===== src/rtl/core/hrbd_pkg.sv =====
// Shared types, constants and name tables of the HTTP response body deframer.
package hrbd_pkg;

  localparam int DEFAULT_LENGTH_BITS = 32;
  localparam logic [31:0] DEFAULT_BODY_LENGTH_RESET = 32'd100;

  // Register index of default_body_length; it sits at byte address 4 * index.
  localparam logic REG_DEFAULT_BODY_LENGTH = 1'b0;

  // Header name and value lengths.
  localparam logic [4:0] CL_LEN = 5'd14;
  localparam logic [4:0] TE_LEN = 5'd17;
  localparam logic [3:0] CH_LEN = 4'd8;

  // Stream characters.
  localparam logic [7:0] CHAR_CR    = 8'h0D;
  localparam logic [7:0] CHAR_LF    = 8'h0A;
  localparam logic [7:0] CHAR_COLON = 8'h3A;
  localparam logic [7:0] CHAR_SPACE = 8'h20;

  // One result of the parser for one stream byte.
  typedef struct packed {
    logic       has_result;
    logic [7:0] body_byte;
    logic       data_valid;
    logic       body_end;
  } result_t;

  // "Content-Length"
  function automatic logic [7:0] cl_char(input logic [4:0] idx);
    logic [7:0] c;
    case (idx)
      5'd0:    c = "C";
      5'd1:    c = "o";
      5'd2:    c = "n";
      5'd3:    c = "t";
      5'd4:    c = "e";
      5'd5:    c = "n";
      5'd6:    c = "t";
      5'd7:    c = "-";
      5'd8:    c = "L";
      5'd9:    c = "e";
      5'd10:   c = "n";
      5'd11:   c = "g";
      5'd12:   c = "t";
      5'd13:   c = "h";
      default: c = 8'h00;
    endcase
    return c;
  endfunction

  // "Transfer-Encoding"
  function automatic logic [7:0] te_char(input logic [4:0] idx);
    logic [7:0] c;
    case (idx)
      5'd0:    c = "T";
      5'd1:    c = "r";
      5'd2:    c = "a";
      5'd3:    c = "n";
      5'd4:    c = "s";
      5'd5:    c = "f";
      5'd6:    c = "e";
      5'd7:    c = "r";
      5'd8:    c = "-";
      5'd9:    c = "E";
      5'd10:   c = "n";
      5'd11:   c = "c";
      5'd12:   c = "o";
      5'd13:   c = "d";
      5'd14:   c = "i";
      5'd15:   c = "n";
      5'd16:   c = "g";
      default: c = 8'h00;
    endcase
    return c;
  endfunction

  // " chunked"
  function automatic logic [7:0] ch_char(input logic [3:0] idx);
    logic [7:0] c;
    case (idx)
      4'd0:    c = " ";
      4'd1:    c = "c";
      4'd2:    c = "h";
      4'd3:    c = "u";
      4'd4:    c = "n";
      4'd5:    c = "k";
      4'd6:    c = "e";
      4'd7:    c = "d";
      default: c = 8'h00;
    endcase
    return c;
  endfunction

endpackage


===== src/rtl/core/http_response_body_deframer.sv =====
// Top level of the HTTP response body deframer: handshakes, register port, parser.
//
//   channel   dir  handshake                     payload
//   --------  ---  ----------------------------  ----------------------------------
//   byte      in   byte_valid / byte_stall       rx_byte, new_message
//   result    out  result_valid / result_stall   body_byte, data_valid, body_end
//   apb       in   psel, penable, pwrite, pready paddr, pwdata, prdata
//
// One byte per cycle sustained unless a result is held by result_stall: a byte
// sits in the input register, the parser updates all of its state from it as it
// is consumed, and a result, if any, lands in the output register.
// Reset (rst, synchronous) clears the parser and both handshake stages and sets
// default_body_length to 100. A stalled result blocks only bytes that produce a
// result; bytes that produce none keep advancing under it.
module http_response_body_deframer #(
  parameter int LENGTH_BITS = hrbd_pkg::DEFAULT_LENGTH_BITS
) (
  input  logic        clk,
  input  logic        rst,
  // byte channel
  input  logic        byte_valid,
  output logic        byte_stall,
  input  logic [7:0]  rx_byte,
  input  logic        new_message,
  // result channel
  output logic        result_valid,
  input  logic        result_stall,
  output logic [7:0]  body_byte,
  output logic        data_valid,
  output logic        body_end,
  // register port
  input  logic        psel,
  input  logic        penable,
  input  logic        pwrite,
  input  logic [2:0]  paddr,
  input  logic [31:0] pwdata,
  output logic [31:0] prdata,
  output logic        pready
);
  import hrbd_pkg::*;

  logic        held_valid;
  logic [7:0]  held_byte;
  logic        held_new;
  logic        advance;
  logic        byte_take;
  logic [31:0] default_body_length;
  result_t     result;

  // Consume the held byte unless its result would overwrite one still waiting.
  assign advance    = held_valid && (!result.has_result || !result_valid || !result_stall);
  assign byte_stall = held_valid && !advance;
  assign byte_take  = byte_valid && !byte_stall;

  // Input register: load on transfer, drop once the parser has used it.
  always_ff @(posedge clk) begin
    if (rst) begin
      held_valid <= 1'b0;
    end else if (byte_take) begin
      held_valid <= 1'b1;
    end else if (advance) begin
      held_valid <= 1'b0;
    end
  end

  always_ff @(posedge clk) begin
    if (byte_take) begin
      held_byte <= rx_byte;
      held_new  <= new_message;
    end
  end

  hrbd_parser #(
    .LENGTH_BITS(LENGTH_BITS)
  ) u_parser (
    .clk                 (clk),
    .rst                 (rst),
    .advance             (advance),
    .rx_byte             (held_byte),
    .new_message         (held_new),
    .default_body_length (default_body_length),
    .result              (result)
  );

  // Output register: load a new result, otherwise release on transfer.
  always_ff @(posedge clk) begin
    if (rst) begin
      result_valid <= 1'b0;
    end else if (advance && result.has_result) begin
      result_valid <= 1'b1;
    end else if (!result_stall) begin
      result_valid <= 1'b0;
    end
  end

  always_ff @(posedge clk) begin
    if (advance && result.has_result) begin
      body_byte  <= result.body_byte;
      data_valid <= result.data_valid;
      body_end   <= result.body_end;
    end
  end

  // Register port: one register at paddr[2] == 0; other writes are dropped.
  assign pready = 1'b1;

  always_ff @(posedge clk) begin
    if (rst) begin
      default_body_length <= DEFAULT_BODY_LENGTH_RESET;
    end else if (psel && penable && pwrite && pready &&
                 paddr[2] == REG_DEFAULT_BODY_LENGTH) begin
      default_body_length <= pwdata;
    end
  end

  always_comb begin
    if (paddr[2] == REG_DEFAULT_BODY_LENGTH) prdata = default_body_length;
    else prdata = 32'd0;
  end

  a_no_drop: assert property (@(posedge clk) disable iff (rst)
    held_valid && !advance |=> held_valid && $stable(held_byte))
    else $error("held byte lost while blocked");

  a_marker_is_end: assert property (@(posedge clk) disable iff (rst)
    result_valid && !data_valid |-> body_end && body_byte == 8'd0)
    else $error("result without payload is not a clean end marker");

  a_stall_cause: assert property (@(posedge clk) disable iff (rst)
    byte_stall |-> result_valid && result_stall && result.has_result)
    else $error("byte channel stalled without a blocked result");

endmodule


===== src/rtl/core/hrbd_parser.sv =====
// Parser state and single-byte next-state logic of the body deframer.
module hrbd_parser #(
  parameter int LENGTH_BITS = hrbd_pkg::DEFAULT_LENGTH_BITS
) (
  input  logic             clk,
  input  logic             rst,
  input  logic             advance,
  input  logic [7:0]       rx_byte,
  input  logic             new_message,
  input  logic [31:0]      default_body_length,
  output hrbd_pkg::result_t result
);
  import hrbd_pkg::*;

  localparam int W = LENGTH_BITS + 4;
  localparam logic [LENGTH_BITS-1:0] LEN_MAX = {LENGTH_BITS{1'b1}};

  localparam logic [2:0] PH_HEADER = 3'd0;
  localparam logic [2:0] PH_FIXED  = 3'd1;
  localparam logic [2:0] PH_CSIZE  = 3'd2;
  localparam logic [2:0] PH_CDATA  = 3'd3;
  localparam logic [2:0] PH_CTRAIL = 3'd4;
  localparam logic [2:0] PH_DONE   = 3'd5;

  logic [2:0]             phase, phase_next, phase_start;
  logic                   prev_was_cr, prev_was_cr_next;
  logic                   past_colon, past_colon_next;
  logic                   line_empty, line_empty_next;
  logic [4:0]             name_position, name_position_next;
  logic [3:0]             value_position, value_position_next;
  logic [1:0]             name_match_flags, name_match_flags_next;
  logic                   value_chunked_match, value_chunked_match_next;
  logic [LENGTH_BITS-1:0] number_accumulator, number_accumulator_next;
  logic                   length_found, length_found_next;
  logic                   is_chunked, is_chunked_next;
  logic [LENGTH_BITS-1:0] bytes_remaining, bytes_remaining_next;
  logic                   hex_stopped, hex_stopped_next;
  logic                   digits_seen, digits_seen_next;
  logic [1:0]             crlf_skip_count, crlf_skip_count_next;

  logic                   num_en, num_hex, do_line_reset;
  logic                   is_ws, is_dec, is_hex_letter;
  logic [3:0]             digit;
  logic [W-1:0]           scaled, acc_sum;
  logic [63:0]            default_wide;
  logic [LENGTH_BITS-1:0] default_len;

  // Fit the 32-bit default into the length width, saturating.
  always_comb begin
    default_wide = {32'b0, default_body_length};
    if ((default_wide >> LENGTH_BITS) != 64'd0) default_len = LEN_MAX;
    else default_len = default_wide[LENGTH_BITS-1:0];
  end

  // Digit decode of the current byte.
  always_comb begin
    is_ws         = (rx_byte == CHAR_SPACE) || (rx_byte >= 8'd9 && rx_byte <= 8'd13);
    is_dec        = (rx_byte >= "0") && (rx_byte <= "9");
    is_hex_letter = ((rx_byte >= "a") && (rx_byte <= "f")) ||
                    ((rx_byte >= "A") && (rx_byte <= "F"));
    digit         = is_dec ? rx_byte[3:0] : rx_byte[3:0] + 4'd9;
  end

  always_comb begin
    phase_start = new_message ? PH_HEADER : phase;
    phase_next  = phase_start;
    if (new_message) begin
      prev_was_cr_next         = 1'b0;
      past_colon_next          = 1'b0;
      line_empty_next          = 1'b1;
      name_position_next       = '0;
      value_position_next      = '0;
      name_match_flags_next    = 2'b11;
      value_chunked_match_next = 1'b1;
      number_accumulator_next  = '0;
      hex_stopped_next         = 1'b0;
      digits_seen_next         = 1'b0;
      length_found_next        = 1'b0;
      is_chunked_next          = 1'b0;
      bytes_remaining_next     = '0;
      crlf_skip_count_next     = '0;
    end else begin
      prev_was_cr_next         = prev_was_cr;
      past_colon_next          = past_colon;
      line_empty_next          = line_empty;
      name_position_next       = name_position;
      value_position_next      = value_position;
      name_match_flags_next    = name_match_flags;
      value_chunked_match_next = value_chunked_match;
      number_accumulator_next  = number_accumulator;
      hex_stopped_next         = hex_stopped;
      digits_seen_next         = digits_seen;
      length_found_next        = length_found;
      is_chunked_next          = is_chunked;
      bytes_remaining_next     = bytes_remaining;
      crlf_skip_count_next     = crlf_skip_count;
    end

    result        = '0;
    num_en        = 1'b0;
    num_hex       = 1'b0;
    do_line_reset = 1'b0;
    scaled        = '0;
    acc_sum       = '0;

    case (phase_start)
      PH_HEADER: begin
        if (prev_was_cr_next && rx_byte == CHAR_LF) begin
          do_line_reset = 1'b1;
          if (line_empty_next) begin
            if (is_chunked_next) begin
              phase_next = PH_CSIZE;
            end else begin
              if (!length_found_next) bytes_remaining_next = default_len;
              if (bytes_remaining_next == '0) begin
                phase_next        = PH_DONE;
                result.has_result = 1'b1;
                result.body_end   = 1'b1;
              end else begin
                phase_next = PH_FIXED;
              end
            end
          end else begin
            if (name_match_flags_next[0] && name_position_next == CL_LEN) begin
              bytes_remaining_next = number_accumulator_next;
              length_found_next    = 1'b1;
            end
            if (name_match_flags_next[1] && name_position_next == TE_LEN &&
                past_colon_next && value_chunked_match_next &&
                value_position_next == CH_LEN)
              is_chunked_next = 1'b1;
          end
        end else begin
          // A lone CR is content; it matches no name and is no digit.
          if (prev_was_cr_next) begin
            prev_was_cr_next = 1'b0;
            if (!past_colon_next) begin
              line_empty_next       = 1'b0;
              name_match_flags_next = 2'b00;
              if (name_position_next != 5'd31) name_position_next = name_position_next + 5'd1;
            end else begin
              value_chunked_match_next = 1'b0;
              if (value_position_next != 4'd15)
                value_position_next = value_position_next + 4'd1;
              if (digits_seen_next) hex_stopped_next = 1'b1;
            end
          end
          if (rx_byte == CHAR_CR) begin
            prev_was_cr_next = 1'b1;
          end else if (!past_colon_next && rx_byte == CHAR_COLON) begin
            past_colon_next = 1'b1;
          end else if (!past_colon_next) begin
            line_empty_next = 1'b0;
            if (name_position_next >= CL_LEN || cl_char(name_position_next) != rx_byte)
              name_match_flags_next[0] = 1'b0;
            if (name_position_next >= TE_LEN || te_char(name_position_next) != rx_byte)
              name_match_flags_next[1] = 1'b0;
            if (name_position_next != 5'd31) name_position_next = name_position_next + 5'd1;
          end else begin
            if (value_position_next >= CH_LEN || ch_char(value_position_next) != rx_byte)
              value_chunked_match_next = 1'b0;
            if (value_position_next != 4'd15) value_position_next = value_position_next + 4'd1;
            num_en = 1'b1;
          end
        end
      end
      PH_FIXED: begin
        result.has_result    = 1'b1;
        result.body_byte     = rx_byte;
        result.data_valid    = 1'b1;
        bytes_remaining_next = bytes_remaining_next - 1'b1;
        if (bytes_remaining_next == '0) begin
          result.body_end = 1'b1;
          phase_next      = PH_DONE;
        end
      end
      PH_CSIZE: begin
        if (prev_was_cr_next && rx_byte == CHAR_LF) begin
          do_line_reset = 1'b1;
          if (number_accumulator_next == '0) begin
            phase_next        = PH_DONE;
            result.has_result = 1'b1;
            result.body_end   = 1'b1;
          end else begin
            bytes_remaining_next = number_accumulator_next;
            phase_next           = PH_CDATA;
          end
        end else begin
          if (prev_was_cr_next) begin
            prev_was_cr_next = 1'b0;
            if (digits_seen_next) hex_stopped_next = 1'b1;
          end
          if (rx_byte == CHAR_CR) prev_was_cr_next = 1'b1;
          else begin
            num_en  = 1'b1;
            num_hex = 1'b1;
          end
        end
      end
      PH_CDATA: begin
        result.has_result    = 1'b1;
        result.body_byte     = rx_byte;
        result.data_valid    = 1'b1;
        bytes_remaining_next = bytes_remaining_next - 1'b1;
        if (bytes_remaining_next == '0) begin
          phase_next           = PH_CTRAIL;
          crlf_skip_count_next = 2'd2;
        end
      end
      PH_CTRAIL: begin
        if (crlf_skip_count_next != 2'd0) crlf_skip_count_next = crlf_skip_count_next - 2'd1;
        if (crlf_skip_count_next == 2'd0) begin
          phase_next    = PH_CSIZE;
          do_line_reset = 1'b1;
        end
      end
      default: begin
      end
    endcase

    // Number scan: skip leading whitespace, take digits, stop at the first other byte.
    if (num_en && !hex_stopped_next && !(!digits_seen_next && is_ws)) begin
      if (is_dec || (num_hex && is_hex_letter)) begin
        digits_seen_next = 1'b1;
        if (num_hex) scaled = {number_accumulator_next, 4'b0};
        else scaled = {1'b0, number_accumulator_next, 3'b0} +
                      {3'b0, number_accumulator_next, 1'b0};
        acc_sum = scaled + W'(digit);
        if (acc_sum[W-1:LENGTH_BITS] != 4'd0) number_accumulator_next = LEN_MAX;
        else number_accumulator_next = acc_sum[LENGTH_BITS-1:0];
      end else begin
        hex_stopped_next = 1'b1;
      end
    end

    if (do_line_reset) begin
      prev_was_cr_next         = 1'b0;
      past_colon_next          = 1'b0;
      line_empty_next          = 1'b1;
      name_position_next       = '0;
      value_position_next      = '0;
      name_match_flags_next    = 2'b11;
      value_chunked_match_next = 1'b1;
      number_accumulator_next  = '0;
      hex_stopped_next         = 1'b0;
      digits_seen_next         = 1'b0;
    end
  end

  always_ff @(posedge clk) begin
    if (rst) begin
      phase               <= PH_HEADER;
      prev_was_cr         <= 1'b0;
      past_colon          <= 1'b0;
      line_empty          <= 1'b1;
      name_position       <= '0;
      value_position      <= '0;
      name_match_flags    <= 2'b11;
      value_chunked_match <= 1'b1;
      number_accumulator  <= '0;
      length_found        <= 1'b0;
      is_chunked          <= 1'b0;
      bytes_remaining     <= '0;
      hex_stopped         <= 1'b0;
      digits_seen         <= 1'b0;
      crlf_skip_count     <= '0;
    end else if (advance) begin
      phase               <= phase_next;
      prev_was_cr         <= prev_was_cr_next;
      past_colon          <= past_colon_next;
      line_empty          <= line_empty_next;
      name_position       <= name_position_next;
      value_position      <= value_position_next;
      name_match_flags    <= name_match_flags_next;
      value_chunked_match <= value_chunked_match_next;
      number_accumulator  <= number_accumulator_next;
      length_found        <= length_found_next;
      is_chunked          <= is_chunked_next;
      bytes_remaining     <= bytes_remaining_next;
      hex_stopped         <= hex_stopped_next;
      digits_seen         <= digits_seen_next;
      crlf_skip_count     <= crlf_skip_count_next;
    end
  end

  a_fixed_nonzero: assert property (@(posedge clk) disable iff (rst)
    phase == PH_FIXED |-> bytes_remaining != '0)
    else $error("fixed body phase with no bytes left");

  a_cdata_nonzero: assert property (@(posedge clk) disable iff (rst)
    phase == PH_CDATA |-> bytes_remaining != '0)
    else $error("chunk data phase with no bytes left");

  a_trail_count: assert property (@(posedge clk) disable iff (rst)
    phase == PH_CTRAIL |-> crlf_skip_count != 2'd0)
    else $error("chunk trailer phase with empty skip count");

endmodule

===== config.mk =====
export PLATFORM = sky130hd
export DESIGN_NAME = http_response_body_deframer
export DESIGN_NICKNAME = d
export VERILOG_FILES = /design/src/rtl/core/hrbd_pkg.sv /design/src/rtl/core/http_response_body_deframer.sv /design/src/rtl/core/hrbd_parser.sv
export SDC_FILE = /design/constraint.sdc
export NUM_CORES = 1
export LEC_CHECK = 0
export ABC_CLOCK_PERIOD_IN_PS = 16400
export BUFFER_PORTS_ARGS = -buffer_cell sky130_fd_sc_hd__buf_2
export CORE_MARGIN = 2
export CORE_UTILIZATION = 42
export CTS_CLUSTER_SIZE = 28
export DETAILED_ROUTE_END_ITERATION = 16
export SETUP_SLACK_MARGIN = 0.3
export SLEW_MARGIN = 20
export SYNTH_ARGS = -nofsm -noshare
export SYNTH_HDL_FRONTEND = slang
export SYNTH_HIERARCHICAL = 1
export SYNTH_SLANG_ARGS = --single-unit

===== constraint.sdc =====
create_clock -name clk -period 16.4 [get_ports clk]
set_input_delay 2.46 -clock clk [delete_from_list [all_inputs] [get_ports clk]]
set_output_delay 2.46 -clock clk [all_outputs]
set_load 0.02 [all_outputs]

==> impl.org <==
** Detailed routing
- In this run the remaining antenna-violating nets after routing total 0.
- Dividing the detail-routed wire length by the instance count gives 19.7 µm.
- For this run, design rule violations remaining after detail routing come to 0.
- Via count :: 15231
- In the routed layout, each cell is associated on average with a via count of 6.23.
- Number of violations reported at the end of detailed-routing iteration 0 :: 1567
- After detailed routing, the total wire length is 48000 µm.
- Detailed-routing iteration count for the pre-antenna-repair pass :: 6

** Worst hold path
- The path with the worst hold slack has its endpoint at u_parser/digits_seen.
- The worst hold path passes through 2 cells.
- The startpoint identified for the worst hold timing path is u_parser/digits_seen.
- The tightest min-delay check is of the flop to flop type.

** Clock tree
- Once the clock tree was built, the resizer swapped 0 gates to a different size.
- H-tree depth :: 4
- Buffer depth of the longest clock path :: 2
- Clock tree from TritonCTS :: done
- Quantity of hold-fixing buffers added after cts :: 0
- Clock tree sinks :: 141
- The number of clock buffers added by TritonCTS is 17.
- At the later pin of the worst-skew pair, clock insertion delay measures 0.45 ns.
- Post-CTS Setup Repair Bufs :: 0
- Clock-pin slew of the registers on the worst-case setup and hold paths :: 0.06 ns
- Root buffer selected by CTS :: sky130_fd_sc_hd__clkbuf_16

** STA
- The worst path meets setup with 9.33 ns of slack.
- At the pin with the least slew margin, the transition time is 1.08 ns.
- Final hold viol count :: 0
- Of the available clock period, the critical path in the final layout requires 0.431.
- Min Clock Period, post-route :: 7.07 ns
- Max-Slew Margin vs Limit :: 0.276
- RSZ-0062 raised after global routing :: false
- Number of pins exceeding their max-slew limit in the final report :: 0
- Final Hold Slack :: 0.488 ns
- Setup violation total in the final timing report :: 0
- Between clock sinks in the finished design, the worst skew comes to 0.0102 ns.
- Based on the critical path, the design can be clocked at up to 142 MHz.
- Post-Route Setup TNS :: 0 ns

** GRT
- Entering global routing, the biggest net connects 84 pins.
- Global routing finished with a remaining overflow of 0.
- Number of antenna violations at the first check in global routing :: 0
- Across every metal layer, demand over resource in global routing totals 0.262.
- The via count of the first global-routing pass came to 13965.
- Global-route wire length before repair :: 76900 µm

** Critical path
- Together, buffers and inverters on the worst path number 4.
- Timing startpoint of the critical path :: held_new
- For the worst setup path, the data arrival time is 4.61 ns.
- By startpoint and endpoint, the worst setup path is classified as flop to output port.
- The signal on the critical path passes through inv_2, buf_4, nand2_1, nor4_1, o221ai_1, a21oi_1, o2111ai_1, o22ai_1, nand2_1, a21oi_1, nand4_1, inv_1, buf_2.
- Register-to-register setup slack :: 10.05 ns
- The endpoint identified for the worst register-to-register timing path is u_parser/number_accumulator[13].
- Crit path required time :: 13.94 ns
- Endpoint class of the critical path :: output port
- Maximum net fanout on the critical path :: 32
- R2R cell count :: 17
- The worst setup path is launched from a flop.
- Delay-heaviest family, CP :: buffers and inverters
- For this run, the slowest stage of the critical path takes 0.55 ns.
- Reg-to-Reg Start :: held_new
- Slowest cell on the critical path :: sky130_fd_sc_hd__inv_2

** Synthesis
- Share of synthesized registers carrying an async set or reset :: 0
- By area the synthesized netlist is led by sky130_fd_sc_hd__dfxtp_1 17%, sky130_fd_sc_hd__a21oi_1 6.2%, sky130_fd_sc_hd__nor2_1 6.0%.
- Yosys instantiated no cell more often than sky130_fd_sc_hd__nor2_1.
- Ranking of synthesized cells by instance count :: 233 x sky130_fd_sc_hd__nor2_1, 181 x sky130_fd_sc_hd__a21oi_1, 170 x sky130_fd_sc_hd__nand2_1
- When the netlist entered floorplanning its net count stood at 2101.
- Synthesized instance count :: 2016
- Share of the yosys chip area belonging to registers :: 0.206
- Number of enable flip-flop cells after synthesis :: 19
- After synthesis the cells add up to 14600 µm².
- Number of synthesized register bits :: 141
- Yosys top cell by area :: sky130_fd_sc_hd__dfxtp_1
- Yosys Warn Count :: 6
- Mean Syn Cell Area :: 7.25 µm²
- Of the post-synthesis cell area, the dominant cell type holds 0.167.
- Synth cell types :: 104
- Predominant post-synthesis flop cell :: sky130_fd_sc_hd__dfxtp_1

** Placement
- Final Wtd Congestion :: 0.940
- Buffers placed on the I/O ports in this run total 92.
- Minimum setup slack after placement :: 9.97 ns
- Once detailed placement completed, the half-perimeter wirelength came to 34500 µm.

** Layout
- For this run, the share of the core covered by cells in the final layout is 0.454.
- 0 antenna diodes ended up in the layout.
- Number of fillers in the final layout :: 3526
- The final layout contains 2062 nets.
- Synth-to-layout area growth :: 6.85%
- In the final layout, the share of cells above drive strength 1 is 0.118.

** Power
- In this run the static leakage power is 5.29 nW.
- Overall power consumption after layout is estimated at 0.000904 W.
- VDD sags by at most 0.0000709 V.
- Cell Pwr Density :: 57.9 nW/µm²

** Floorplan
- The die is 191 µm wide.
- The floorplan has 68 rows.
- Effective utilization at floorplan :: 0.425
- In this run the standard cell core region covers 34400 µm².
- Die H :: 191 µm
- Ports placed on the boundary :: 96
- Total Die Area :: 36300 µm²

** Flow run
- Across the run, the number of max-cap violations was 0.

** Outcome
- Run status :: finished, final reports clean
## state kept, by name, summed over array words and instances (netlist names), 2 cells and up
name / flops
body_byte: 8
held_byte: 8
u_parser/phase: 3
u_parser/value_position: 4
u_parser/name_match_flags: 2
u_parser/name_position: 5
u_parser/number_accumulator: 32
default_body_length: 32
u_parser/crlf_skip_count: 2
u_parser/bytes_remaining: 32
## worst max-delay path by stage
stage / cells past startpoint / endpoint / slack [ns]
6_report: 13 / byte_stall / 9.33
3_3_place_gp: 13 / byte_stall / 10.00
5_1_grt: 13 / byte_stall / 9.13
3_5_place_dp: 13 / byte_stall / 9.97
2_1_floorplan: 17 / byte_stall / 10.67
4_1_cts: 13 / byte_stall / 9.48
## cell families after synthesis
logic type	after synthesis	share of synthesized area
compound gates	627	0.301
xor+xnor	105	0.0629
other cells	1	0.000257
mux	62	0.0429
flops	141	0.206
buf+inv	227	0.0716
fa+ha+maj	36	0.0310
simple gates	817	0.284
## placed cells by master (no fill, tap or decap), types with 49 or more instances in the layout
cell	count
sky130_fd_sc_hd__dfxtp_1	122
sky130_fd_sc_hd__a21oi_1	181
sky130_fd_sc_hd__xnor2_1	80
sky130_fd_sc_hd__nand2_1	170
sky130_fd_sc_hd__nor2b_1	50
sky130_fd_sc_hd__nand2b_1	76
sky130_fd_sc_hd__inv_1	49
sky130_fd_sc_hd__nor3_1	80
sky130_fd_sc_hd__o21ai_0	106
sky130_fd_sc_hd__mux2i_1	57
sky130_fd_sc_hd__nor2_1	232
sky130_fd_sc_hd__buf_2	91
## metrics by stage
step                      std cells  area (µm²)
after floorplan                2016       14600
after global placement         2413       15000
after detailed placement       2413       15000
after CTS                      2444       15600
after global routing           2444       15600
final                          2444       15600
## power breakdown
| part | switching, W | internal (W) | total (W) |
|---|---|---|---|
| sequential | 0.0000160 | 0.000357 | 0.000373 |
| combinational | 0.0000870 | 0.0000463 | 0.000133 |
| clock | 0.000158 | 0.000239 | 0.000397 |
## routing by layer
metal / GRT usage / vias up / share of wire
met1: 0.365 / 7185 / 0.46
met2: 0.416 / 638 / 0.44
met4: 0.0829 / 0 / 0.028
li1: - / 7312 / -
met3: 0.0368 / 96 / 0.074
met5: 0 / - / 0
## cell type report
class                   instances  area [µm²]  share of cell area
clock buffers                  21         482              0.0308
clock inverters                10         113             0.00721
inverters                      51         191              0.0123
multi-input cells            1648       10600               0.678
flip-flops and latches        141        3010               0.193
well taps                     455         569              0.0365
repair buffers                118         658              0.0421
## worst register-to-register path, cell delays in order, from the launching register on
cell and delay (ns):
sky130_fd_sc_hd__edfxtp_1 0.45, sky130_fd_sc_hd__buf_4 0.59, sky130_fd_sc_hd__buf_4 0.80, sky130_fd_sc_hd__nor2b_1 0.26, sky130_fd_sc_hd__ha_1 0.31, sky130_fd_sc_hd__ha_1 0.26, sky130_fd_sc_hd__nor2_1 0.10, sky130_fd_sc_hd__o22ai_1 0.10
sky130_fd_sc_hd__a21oi_1 0.43, sky130_fd_sc_hd__or3_1 0.34, sky130_fd_sc_hd__a21oi_1 0.14, sky130_fd_sc_hd__or3b_2 0.48, sky130_fd_sc_hd__a2bb2oi_1 0.23, sky130_fd_sc_hd__o2111ai_2 0.21, sky130_fd_sc_hd__nor4_1 0.44, sky130_fd_sc_hd__and4bb_2 0.29
sky130_fd_sc_hd__o211a_4 0.54, sky130_fd_sc_hd__a311oi_2 0.20
(Power assumes the default switching activity.)
